File: src/rtl/core/bsd_pkg.sv
// shared types and constants of the bmp stream decoder
package bsd_pkg;

	localparam int MAX_DIM    = 2048;
	localparam int FILE_LIMIT = 262144;

	localparam int DimW   = $clog2(MAX_DIM + 1);
	localparam int ColW   = $clog2(MAX_DIM);
	localparam int CountW = $clog2(FILE_LIMIT + 1);
	localparam int PosW   = 6;

	localparam logic [15:0] BmSig = 16'h4D42;
	localparam int HdrLen    = 34;
	localparam int OffSig    = 0;
	localparam int OffPix    = 10;
	localparam int OffWidth  = 18;
	localparam int OffHeight = 22;
	localparam int OffDepth  = 28;
	localparam int OffComp   = 30;
	localparam int Depth24   = 24;
	localparam int Depth32   = 32;

	typedef enum logic [1:0] {
		PH_HEADER,
		PH_SKIP,
		PH_PIXELS,
		PH_DRAIN
	} phase_t;

	typedef enum logic [3:0] {
		ST_OK,
		ST_SHORT,
		ST_SIG,
		ST_DEPTH,
		ST_COMP,
		ST_WIDTH,
		ST_HEIGHT,
		ST_OFFSET,
		ST_TRUNC
	} stat_t;

	typedef enum logic [1:0] {
		KIND_PIXEL,
		KIND_VERDICT,
		KIND_FINISH
	} kind_t;

	typedef struct packed {
		stat_t             verdict;
		logic [DimW-1:0]   width;
		logic [DimW-1:0]   height;
		logic              flip_rows;
		logic              depth32;
		logic [31:0]       offset;
	} hdr_t;

	typedef struct packed {
		kind_t             kind;
		stat_t             status;
		logic [23:0]       rgb;
		logic [ColW-1:0]   dest_row;
		logic [ColW-1:0]   dest_col;
		logic [DimW-1:0]   image_width;
		logic [DimW-1:0]   image_height;
		logic              flip_rows;
		logic [DimW-1:0]   rows_done;
		logic              last_pixel;
		logic              done_res;
	} res_t;

endpackage

File: src/rtl/core/bmp_stream_decoder.sv
// top level of the bmp stream decoder: byte sequencing, pixel packing, result register
// an accepted byte passes the input register, then the result register, before its result shows
// throughput: one byte per cycle unless the result stalls, set by the single update of the byte counters per cycle
// a stalled result holds the pipeline; the input register takes a byte whenever it is empty or can advance
// reset: arst_n clears all control state and the header fields; the decoder waits for byte 0
// the byte marked last also returns every counter and field to the reset state
module bmp_stream_decoder (
	input  logic        clk,
	input  logic        arst_n,
	input  logic        s_tvalid,
	output logic        s_tready,
	input  logic [7:0]  s_tdata,   // data_byte
	input  logic        s_tlast,   // is_last
	output logic        m_tvalid,
	input  logic        m_tready,
	output logic [87:0] m_tdata,   // status, rgb, dest_row, dest_col, image_width,
	                               // image_height, flip_rows, rows_done, last_pixel
	output logic [1:0]  m_tuser,   // kind
	output logic        m_tlast    // done_res
);

	localparam int DimW   = bsd_pkg::DimW;
	localparam int ColW   = bsd_pkg::ColW;
	localparam int CountW = bsd_pkg::CountW;

	logic                 valid_s1;
	logic [7:0]           byte_s1;
	logic                 last_s1;
	logic                 adv;

	bsd_pkg::phase_t      phase_q, phase_u;
	logic [CountW-1:0]    pos_q, pos_u;
	logic [DimW-1:0]      row_q, row_u;
	logic [ColW-1:0]      col_q, col_u;
	logic [1:0]           bip_q, bip_u;
	logic [1:0]           pad_q, pad_u;
	logic [15:0]          partial_q, partial_u;
	bsd_pkg::stat_t       verdict_q, verdict_u;

	bsd_pkg::hdr_t        hdr;
	bsd_pkg::res_t        res, res_q;
	logic                 res_valid_q;
	logic                 have;

	logic                 in_range;
	logic                 pix_go;
	logic                 pix_emit;
	logic                 ver_emit;
	logic                 px_end;
	logic [DimW-1:0]      col_inc;
	logic [DimW-1:0]      row_inc;
	logic [DimW-1:0]      dr_full;

	assign adv      = valid_s1 && (!res_valid_q || m_tready);
	assign s_tready = !valid_s1 || adv;

	always_ff @(posedge clk or negedge arst_n) begin
		if (!arst_n) begin
			valid_s1 <= 1'b0;
		end else if (s_tready) begin
			valid_s1 <= s_tvalid;
		end
	end

	always_ff @(posedge clk) begin
		if (s_tready && s_tvalid) begin
			byte_s1 <= s_tdata;
			last_s1 <= s_tlast;
		end
	end

	bsd_header u_header (
		.clk       (clk),
		.arst_n    (arst_n),
		.we        (adv && in_range && phase_q == bsd_pkg::PH_HEADER),
		.clr       (adv && last_s1),
		.pos       (pos_q[bsd_pkg::PosW-1:0]),
		.data_byte (byte_s1),
		.hdr       (hdr)
	);

	assign in_range = pos_q < CountW'(bsd_pkg::FILE_LIMIT);
	assign pix_go   = (phase_q == bsd_pkg::PH_PIXELS) ||
	                  ({{(32-CountW){1'b0}}, pos_q} == hdr.offset);
	assign px_end   = hdr.depth32 ? (bip_q == 2'd3) : (bip_q == 2'd2);
	assign col_inc  = {1'b0, col_q} + DimW'(1);
	assign row_inc  = row_q + DimW'(1);
	assign dr_full  = hdr.flip_rows ? (hdr.height - DimW'(1) - row_q) : row_q;

	// next state, before the close on the last byte
	always_comb begin
		phase_u   = phase_q;
		pos_u     = pos_q;
		row_u     = row_q;
		col_u     = col_q;
		bip_u     = bip_q;
		pad_u     = pad_q;
		partial_u = partial_q;
		verdict_u = verdict_q;
		if (in_range) begin
			pos_u = pos_q + CountW'(1);
			unique case (phase_q) inside
				bsd_pkg::PH_HEADER: begin
					if (pos_q == CountW'(bsd_pkg::HdrLen - 1)) begin
						verdict_u = hdr.verdict;
						phase_u   = (hdr.verdict == bsd_pkg::ST_OK) ? bsd_pkg::PH_SKIP
						                                             : bsd_pkg::PH_DRAIN;
					end
				end
				bsd_pkg::PH_SKIP, bsd_pkg::PH_PIXELS: begin
					if (pix_go) begin
						phase_u = bsd_pkg::PH_PIXELS;
						if (pad_q != 2'd0) begin
							pad_u = pad_q - 2'd1;
						end else begin
							if (bip_q == 2'd0) partial_u = {8'd0, byte_s1};
							else if (bip_q == 2'd1) partial_u[15:8] = byte_s1;
							if (px_end) begin
								bip_u = 2'd0;
								if (col_inc >= hdr.width) begin
									col_u = '0;
									row_u = row_inc;
									if (row_inc >= hdr.height) phase_u = bsd_pkg::PH_DRAIN;
									else if (!hdr.depth32) pad_u = hdr.width[1:0];
								end else begin
									col_u = col_inc[ColW-1:0];
								end
							end else begin
								bip_u = bip_q + 2'd1;
							end
						end
					end
				end
				bsd_pkg::PH_DRAIN: begin
				end
				default: begin
				end
			endcase
		end
	end

	// result of the current item
	always_comb begin
		res      = '0;
		ver_emit = in_range && phase_q == bsd_pkg::PH_HEADER &&
		           pos_q == CountW'(bsd_pkg::HdrLen - 1);
		pix_emit = in_range && (phase_q == bsd_pkg::PH_SKIP || phase_q == bsd_pkg::PH_PIXELS) &&
		           pix_go && pad_q == 2'd0 && bip_q == 2'd2;
		if (ver_emit) begin
			res.kind   = bsd_pkg::KIND_VERDICT;
			res.status = hdr.verdict;
			if (hdr.verdict == bsd_pkg::ST_OK) begin
				res.image_width  = hdr.width;
				res.image_height = hdr.height;
				res.flip_rows    = hdr.flip_rows;
			end
		end else if (pix_emit) begin
			res.kind       = bsd_pkg::KIND_PIXEL;
			res.rgb        = {byte_s1, partial_q};
			res.dest_row   = dr_full[ColW-1:0];
			res.dest_col   = col_q;
			res.last_pixel = (col_inc == hdr.width) && (row_inc == hdr.height);
		end
		if (last_s1) begin
			if (!(ver_emit || pix_emit)) res.kind = bsd_pkg::KIND_FINISH;
			unique case (phase_u)
				bsd_pkg::PH_HEADER: res.status = bsd_pkg::ST_SHORT;
				bsd_pkg::PH_SKIP:   res.status = bsd_pkg::ST_OFFSET;
				bsd_pkg::PH_PIXELS: res.status = bsd_pkg::ST_TRUNC;
				default:            res.status = verdict_u;
			endcase
			res.rows_done = row_u;
			res.done_res  = 1'b1;
		end
		have = ver_emit || pix_emit || last_s1;
	end

	always_ff @(posedge clk or negedge arst_n) begin
		if (!arst_n) begin
			phase_q   <= bsd_pkg::PH_HEADER;
			pos_q     <= '0;
			row_q     <= '0;
			col_q     <= '0;
			bip_q     <= '0;
			pad_q     <= '0;
			partial_q <= '0;
			verdict_q <= bsd_pkg::ST_OK;
		end else if (adv) begin
			if (last_s1) begin
				phase_q   <= bsd_pkg::PH_HEADER;
				pos_q     <= '0;
				row_q     <= '0;
				col_q     <= '0;
				bip_q     <= '0;
				pad_q     <= '0;
				partial_q <= '0;
				verdict_q <= bsd_pkg::ST_OK;
			end else begin
				phase_q   <= phase_u;
				pos_q     <= pos_u;
				row_q     <= row_u;
				col_q     <= col_u;
				bip_q     <= bip_u;
				pad_q     <= pad_u;
				partial_q <= partial_u;
				verdict_q <= verdict_u;
			end
		end
	end

	always_ff @(posedge clk or negedge arst_n) begin
		if (!arst_n) begin
			res_valid_q <= 1'b0;
		end else if (adv && have) begin
			res_valid_q <= 1'b1;
		end else if (m_tready) begin
			res_valid_q <= 1'b0;
		end
	end

	always_ff @(posedge clk) begin
		if (adv && have) res_q <= res;
	end

	assign m_tvalid = res_valid_q;
	assign m_tuser  = res_q.kind;
	assign m_tlast  = res_q.done_res;
	assign m_tdata  = {res_q.last_pixel, res_q.rows_done, res_q.flip_rows, res_q.image_height,
	                   res_q.image_width, res_q.dest_col, res_q.dest_row, res_q.rgb,
	                   res_q.status};

	// closing byte brings the sequencer back to the start of a file
	a_close_resets: assert property (@(posedge clk) disable iff (!arst_n)
		adv && last_s1 |=> phase_q == bsd_pkg::PH_HEADER && pos_q == '0 && row_q == '0)
		else $error("decoder state not cleared after closing byte");

	// a header verdict only comes on the last header byte
	a_verdict_pos: assert property (@(posedge clk) disable iff (!arst_n)
		adv && res.kind == bsd_pkg::KIND_VERDICT && !last_s1 |->
		pos_q == CountW'(bsd_pkg::HdrLen - 1))
		else $error("verdict outside header end");

	// while pixels are taken the row count stays below the image height
	a_row_bound: assert property (@(posedge clk) disable iff (!arst_n)
		phase_q == bsd_pkg::PH_PIXELS |-> row_q < hdr.height)
		else $error("row count past image height in pixel phase");

	// a waiting result is never overwritten
	a_no_overwrite: assert property (@(posedge clk) disable iff (!arst_n)
		res_valid_q && !m_tready |=> $stable(res_q))
		else $error("waiting result overwritten");

endmodule

File: src/rtl/core/bsd_header.sv
// header field capture and header check of the bmp stream decoder
module bsd_header (
	input  logic                     clk,
	input  logic                     arst_n,
	input  logic                     we,
	input  logic                     clr,
	input  logic [bsd_pkg::PosW-1:0] pos,
	input  logic [7:0]               data_byte,
	output bsd_pkg::hdr_t            hdr
);

	logic [15:0]               sig_q;
	logic [31:0]               offset_q;
	logic [31:0]               width_q;
	logic [31:0]               height_q;
	logic [15:0]               depth_q;
	logic [31:0]               compress_q;
	logic [bsd_pkg::DimW-1:0]  hmag_q;
	logic                      h_bad_q;
	logic                      flip_rows_q;
	logic [31:0]               mag;
	logic [31:0]               comp_full;
	bsd_pkg::stat_t            verdict;

	always_ff @(posedge clk or negedge arst_n) begin
		if (!arst_n) begin
			sig_q      <= '0;
			offset_q   <= '0;
			width_q    <= '0;
			height_q   <= '0;
			depth_q    <= '0;
			compress_q <= '0;
		end else if (clr) begin
			sig_q      <= '0;
			offset_q   <= '0;
			width_q    <= '0;
			height_q   <= '0;
			depth_q    <= '0;
			compress_q <= '0;
		end else if (we) begin
			for (int i = 0; i < 2; i++) begin
				if (pos == bsd_pkg::PosW'(bsd_pkg::OffSig + i)) sig_q[8*i +: 8] <= data_byte;
				if (pos == bsd_pkg::PosW'(bsd_pkg::OffDepth + i)) depth_q[8*i +: 8] <= data_byte;
			end
			for (int i = 0; i < 4; i++) begin
				if (pos == bsd_pkg::PosW'(bsd_pkg::OffPix + i)) offset_q[8*i +: 8] <= data_byte;
				if (pos == bsd_pkg::PosW'(bsd_pkg::OffWidth + i)) width_q[8*i +: 8] <= data_byte;
				if (pos == bsd_pkg::PosW'(bsd_pkg::OffHeight + i))
					height_q[8*i +: 8] <= data_byte;
				if (pos == bsd_pkg::PosW'(bsd_pkg::OffComp + i))
					compress_q[8*i +: 8] <= data_byte;
			end
		end
	end

	// height is complete long before the check, so its magnitude is taken from a register
	assign mag = height_q[31] ? (32'd0 - height_q) : height_q;

	always_ff @(posedge clk or negedge arst_n) begin
		if (!arst_n) begin
			hmag_q      <= '0;
			h_bad_q     <= 1'b1;
			flip_rows_q <= 1'b0;
		end else begin
			hmag_q      <= mag[bsd_pkg::DimW-1:0];
			h_bad_q     <= (mag == 32'd0) || (mag > 32'(bsd_pkg::MAX_DIM));
			flip_rows_q <= (height_q != 32'd0) && !height_q[31];
		end
	end

	// the check runs on the last header byte, which is the top compression byte
	assign comp_full = {data_byte, compress_q[23:0]};

	always_comb begin
		if (sig_q != bsd_pkg::BmSig) begin
			verdict = bsd_pkg::ST_SIG;
		end else if (depth_q != 16'(bsd_pkg::Depth24) && depth_q != 16'(bsd_pkg::Depth32)) begin
			verdict = bsd_pkg::ST_DEPTH;
		end else if (comp_full != 32'd0) begin
			verdict = bsd_pkg::ST_COMP;
		end else if (width_q == 32'd0 || width_q > 32'(bsd_pkg::MAX_DIM)) begin
			verdict = bsd_pkg::ST_WIDTH;
		end else if (h_bad_q) begin
			verdict = bsd_pkg::ST_HEIGHT;
		end else if (offset_q < 32'(bsd_pkg::HdrLen)) begin
			verdict = bsd_pkg::ST_OFFSET;
		end else begin
			verdict = bsd_pkg::ST_OK;
		end
	end

	assign hdr.verdict   = verdict;
	assign hdr.width     = width_q[bsd_pkg::DimW-1:0];
	assign hdr.height    = hmag_q;
	assign hdr.flip_rows = flip_rows_q;
	assign hdr.depth32   = (depth_q == 16'(bsd_pkg::Depth32));
	assign hdr.offset    = offset_q;

endmodule

File: config.mk
export PLATFORM = sky130hd
export DESIGN_NAME = bmp_stream_decoder
export DESIGN_NICKNAME = d
export VERILOG_FILES = /design/src/rtl/core/bsd_pkg.sv /design/src/rtl/core/bmp_stream_decoder.sv /design/src/rtl/core/bsd_header.sv
export SDC_FILE = /design/constraint.sdc
export NUM_CORES = 1
export LEC_CHECK = 0
export ABC_AREA = 0
export BUFFER_PORTS_ARGS = -buffer_cell sky130_fd_sc_hd__buf_2
export CAP_MARGIN = 10
export CORE_UTILIZATION = 30
export DETAILED_ROUTE_END_ITERATION = 8
export GPL_TIMING_DRIVEN = 0
export PLACE_DENSITY = 0.49
export SLEW_MARGIN = 20
export SYNTH_ARGS = -nofsm -noshare
export SYNTH_HDL_FRONTEND = slang
export SYNTH_SLANG_ARGS = --single-unit
File: constraint.sdc
create_clock -name clk -period 7.95 [get_ports clk]
set_input_delay 1.59 -clock clk [delete_from_list [all_inputs] [get_ports clk]]
set_output_delay 1.59 -clock clk [all_outputs]
set_load 0.02 [all_outputs]
* Word-level counts from Yosys, hierarchy flattened
Index checks and enable logic that the tools add are counted.
** Storage, ports and cells
- Flip-flop bits (word level) :: 336
- Output and inout port bits :: 93
- Logic and storage cells :: 292
** Cells by class
- Add/sub/neg operators :: 8
- Bitwise operators :: 1
- $lt $le $gt $ge :: 6
- Reduce and logical (&&, ||, !) cells :: 94
- Mux-type cells :: 101
- Equality and inequality tests :: 36
** Operators with widths (count)
- 32-bit two-way mux :: 7
- 8-bit two-way mux :: 22
- 16-bit two-way mux :: 9
- 11-bit two-way mux :: 8
- 12-bit two-way mux :: 7
- 6-bit by 5-bit equality test with 1-bit output, second input constant :: 12
- 32-bit by 12-bit > comparator with 1-bit output, second input constant :: 2
- 32-bit logical NOT :: 2
- 32-bit nonzero test :: 2
- 2-bit nonzero test :: 27
- 24-bit two-way mux :: 2
- 2-bit two-way mux :: 21
- 2-bit AND reduction :: 21
- 4-bit two-way mux :: 10
- 19-bit two-way mux :: 2
- 19-bit by 32-bit equality test with 1-bit output :: 1
- 32-bit by 6-bit < comparator with 1-bit output, second input constant :: 1
- 1-bit by 32-bit subtractor with 32-bit output, first input constant :: 1
- 12-bit equality test :: 2
- 6-bit by 4-bit equality test with 1-bit output, second input constant :: 4
- 12-bit >= comparator :: 2
- 19-bit by 1-bit adder with 19-bit output, second input constant :: 1
- 19-bit by 6-bit equality test with 1-bit output, second input constant :: 1
- 19-bit < comparator, second input constant :: 1
- other kinds (34) :: 78

* Longest topological paths before layout
- Word-level depth :: 15
- Mapped depth :: 16
- Gate-level depth less buffers :: 15

* Hierarchy
From an unflattened synthesis, not the netlist that was laid out.
** Second synthesis, totals
- Cells, all modules :: 1631
- Area total of the unflattened synthesis :: 17132.7 um2
** Modules (own cells, without submodules)
- bmp_stream_decoder :: area each 9042.4 um2, times used 1, sequential area each 4754.6 um2, cells each 827
- bsd_header :: area each 8090.3 um2, times used 1, sequential area each 4155.2 um2, cells each 804

* Least setup slack after synthesis
No wires, ideal clock.
- Path kind :: input -> register
- Start point :: input port m_tready
- End point :: register res_q (netlist bit m_tdata[0]) (enable)
- Setup slack :: 0.867 ns
- Setup time :: 0.572 ns
- Data required time :: 7.378 ns
- Stages :: 4
- Arrival :: 6.511 ns
- Cell sequence :: nand2b_1 nand2_1 clkbuf_1 a21oi_1
** Between the ends
- Longest elaborated chain between the ends :: 3
** Ends and longest elaborated chain
- from (decl) :: RTL line bmp_stream_decoder.sv:15 : input logic m_tready,
- 1-bit logical OR :: RTL line bmp_stream_decoder.sv:54 : assign adv = valid_s1 && (!res_valid_q || m_tready);
- 1-bit logical AND :: RTL line bmp_stream_decoder.sv:54
- 1-bit logical AND :: RTL line bmp_stream_decoder.sv:222 : if (adv && have) res_q <= res;
- to (signal assigned) :: RTL line bmp_stream_decoder.sv:222
- to (decl) :: RTL line bmp_stream_decoder.sv:41 : bsd_pkg::res_t res, res_q;
Every way passes these cells.
A chain may end at the register's enable or synchronous reset.

==> reports/metrics.cfg <==
[drt]
drt-total-wl_mm = 43.3
vias_per_cell = 4.95
wl_per_cell_um = 18.3
drc_errors = 0
drt_iter0_drc = 652
routed-via-count = 11700
detail-route-antenna-nets = 0
dr.pass1.iters = 5

[cts]
cts_tree = built
clk_pin_slew_ps = 60
cts-resized-gates = 0
cts_setup_buffers = 0
clock-sinks = 336
ctsHoldBuffers = 0
cts_buffer_depth = 3
numCtsBuffers = 38
htree_num_levels = 2
clk_latency_ps = 560
clockRootBuffer = clkbuf_16

[sta]
rsz0062_at_grt = no
setup_violations = 0
finalHoldViolations = 0
finClkSkew_ps = 15.8
max_freq_mhz = 227
drv_slew = 0
finalCritPeriodShare_pct = 55.4
whs_ps = 448
tightest_slew_ps = 893
relSlewSlack_pct = 40.2
fin_crit_ps = 4400

[placement]
place.gp.congestion = 0.847
dpl.cell_count = 2292
dp_hpwl_mm = 31.0
numPortBuffers = 105

[synthesis]
synth_fp_nets = 1545
synth_cell_types = 72
ys_async_sr_fraction_pct = 70.2
postSynthAreaPerCell_um2 = 11.1
synth_top_flop_cell = dfrtp_1
yosys.area.top_type = dfrtp_1
synth-seq-cells = 336
synth_edf_count = 100
synth_top_area_share_pct = 35.6
synth_cells = 1483
synth_area_leaders = dfrtp_1 36%, edfxtp_1 18%, mux2_2 9.3%, ha_1 3.6%, nor2_1 2.5%
syn_area_um2 = 16500
synth_seq_area_share_pct = 53.9
synth.yosys.warnings = 0

[worst_setup_path]
path_max_fanout = 8
path_class = reg -> reg
reg2reg_from = row_q[2]$_DFFE_PN0P_
r2r-end = m_tdata[1]$_DFFE_PP_
end_kind = flop
cp-start-kind = flop
arrival_ps = 4790
r2r_slack_ps = 3550
cp.required_ps = 8340
rr_worst_depth = 16

[hold_path]
min_to = u_header.hmag_q[0]$_DFF_PN0_
hold_depth = 0
worstHoldPathType = reg -> reg
hp-start = u_header.height_q[0]$_DFFE_PN0P_

[outcome]
status = completed

[global_routing]
grt_start_max_net_pins = 90
gr-usage-met2_pct = 25.6
use_met3_pct = 2.68
grt_usage_pct = 15.7
overflow = 0
grt_pass1_wl_mm = 69.3
gr-usage-met1_pct = 21.1
first_global_vias = 12000
antenna_found_initial = 0
top_usage_layer = met2

[floorplan]
die_x_um = 237
coreArea_um2 = 54100
die_area_um2 = 56000
ioPinCount = 106
fp.dieH_um = 237
row_count = 85
start_util_pct = 30.5

[cells_and_area]
synthToLayoutAreaGrowth_pct = 17.2
stdcell_count = 2362
nets = 1698
antenna_cells = 0
layout_commonest_cell = dfrtp_1
fillCellCount = 5341
final_cell_mix = 235 x dfrtp_1, 137 x mux2_2, 111 x nor2_1, 106 x buf_2, 100 x edfxtp_1
drive_above_1_share_pct = 19.2

[power]
peakVddDrop_mv = 0.141
p_leak_nw = 8.18
power.density_nw_per_um2 = 288

[flow_run]
maxCapViolCount = 0

power breakdown:
group,internal (mW),switching (mW),total (mW)
combinational,0.647,0.800,1.45
sequential,2.12,0.259,2.38
clock,1.05,0.704,1.75
total,3.82,1.76,5.58
kinds of logic (layout without fill, tap and decap cells):
| family | count (synthesis) | after routing | share of synthesized area, % |
|---|---|---|---|
| buffers and inverters | 141 | 324 | 3.24 |
| AO/OA/AOI/OAI | 198 | 198 | 7.44 |
| XOR/XNOR | 80 | 80 | 4.24 |
| adder cells (fa/ha/maj) | 49 | 49 | 3.76 |
| AND/OR/NAND/NOR | 505 | 505 | 15.8 |
| flip-flops | 336 | 336 | 53.9 |
| multiplexers | 174 | 174 | 11.6 |
worst max-delay path by stage:
| stage | startpoint | endpoint | slack (ps) | cells past startpoint |
|---|---|---|---|---|
| global placement | m_tready | m_tdata[73]$_SDFFCE_PN0P_ | -1700 | 5 |
| finish | row_q[2]$_DFFE_PN0P_ | m_tdata[1]$_DFFE_PP_ | 3550 | 16 |
| CTS | row_q[2]$_DFFE_PN0P_ | m_tdata[1]$_DFFE_PP_ | 3520 | 16 |
| detailed placement | row_q[2]$_DFFE_PN0P_ | m_tdata[1]$_DFFE_PP_ | 3560 | 16 |
| global route | row_q[2]$_DFFE_PN0P_ | m_tdata[0]$_DFFE_PP_ | 3270 | 16 |
| floorplan | m_tready | m_tdata[0]$_DFFE_PP_ | 870 | 4 |
metrics by stage:
stage | setup TNS (ps) | util (%) | worst slack (ps) | power, mW | area, um2
after global routing | 0 | 35.8 | 3270 | 5.93 | 19400
after global placement | -153930 | 33.1 | -1700 | 3.82 | 17900
after CTS | 0 | 35.8 | 3520 | 5.65 | 19400
after floorplan | 0 | - | 867 | 3.42 | 16500
after detailed placement | 0 | 33.5 | 3560 | 3.87 | 18100
final | 0 | 35.8 | 3550 | 5.58 | 19400
registers in the layout, indices dropped and copies added (netlist names), 8 cells and up:
| name | flops |
|---|---|
| partial_q | 16 |
| u_header.width_q | 32 |
| u_header.hmag_q | 12 |
| u_header.depth_q | 16 |
| u_header.sig_q | 16 |
| u_header.compress_q | 24 |
| u_header.height_q | 32 |
| pos_q | 19 |
| row_q | 12 |
| byte_s1 | 8 |
| col_q | 11 |
| u_header.offset_q | 32 |
| m_tdata | 88 |
cells in the mapped netlist (10+ instances only):
master	n
clkbuf_1	63
or3_1	14
mux2_2	137
ha_1	48
dfrtp_1	235
xnor2_1	45
nand3_1	31
o31ai_1	10
mux2i_1	29
nand4_1	17
and3_1	22
edfxtp_1	100
xor2_1	35
a21oi_1	46
o22ai_1	12
nor2_1	111
nor4_1	35
nor3_1	51
inv_1	69
nand2b_1	24
nand2_1	97
nor2b_1	21
a31oi_1	11
and2_1	50
o21ai_0	55
area by class of cell:
class	instances	area, um2	share of cell area (%)
multi-input cells	1006	7090	36.6
clock buffers	61	1140	5.89
inverters	69	259	1.34
well taps	696	871	4.50
clock inverters	9	97.6	0.504
plain buffers	72	277	1.43
flip-flops and latches	336	8910	46.0
repair buffers	113	723	3.73
routing by layer:
metal	up-vias	routed length, um
met5	-	0
met4	0	1290
met3	73	1580
met2	214	20500
met1	5798	19900
li1	5596	-
critical path, cell delays in order, from the launching register on:
cell and delay (ps):
dfrtp_1 320, clkbuf_1 270, and3_1 340, and3_1 250, and3_1 250, and3_1 270, and3_1 220, xor2_1 80
ha_1 300, nand4_1 120, nor3_1 500, o21ai_0 230, o211ai_1 270, nand2_1 90, or3_1 360, nand4_2 140
a21boi_2 230
Note: power is estimated with default switching activity, not from simulation.
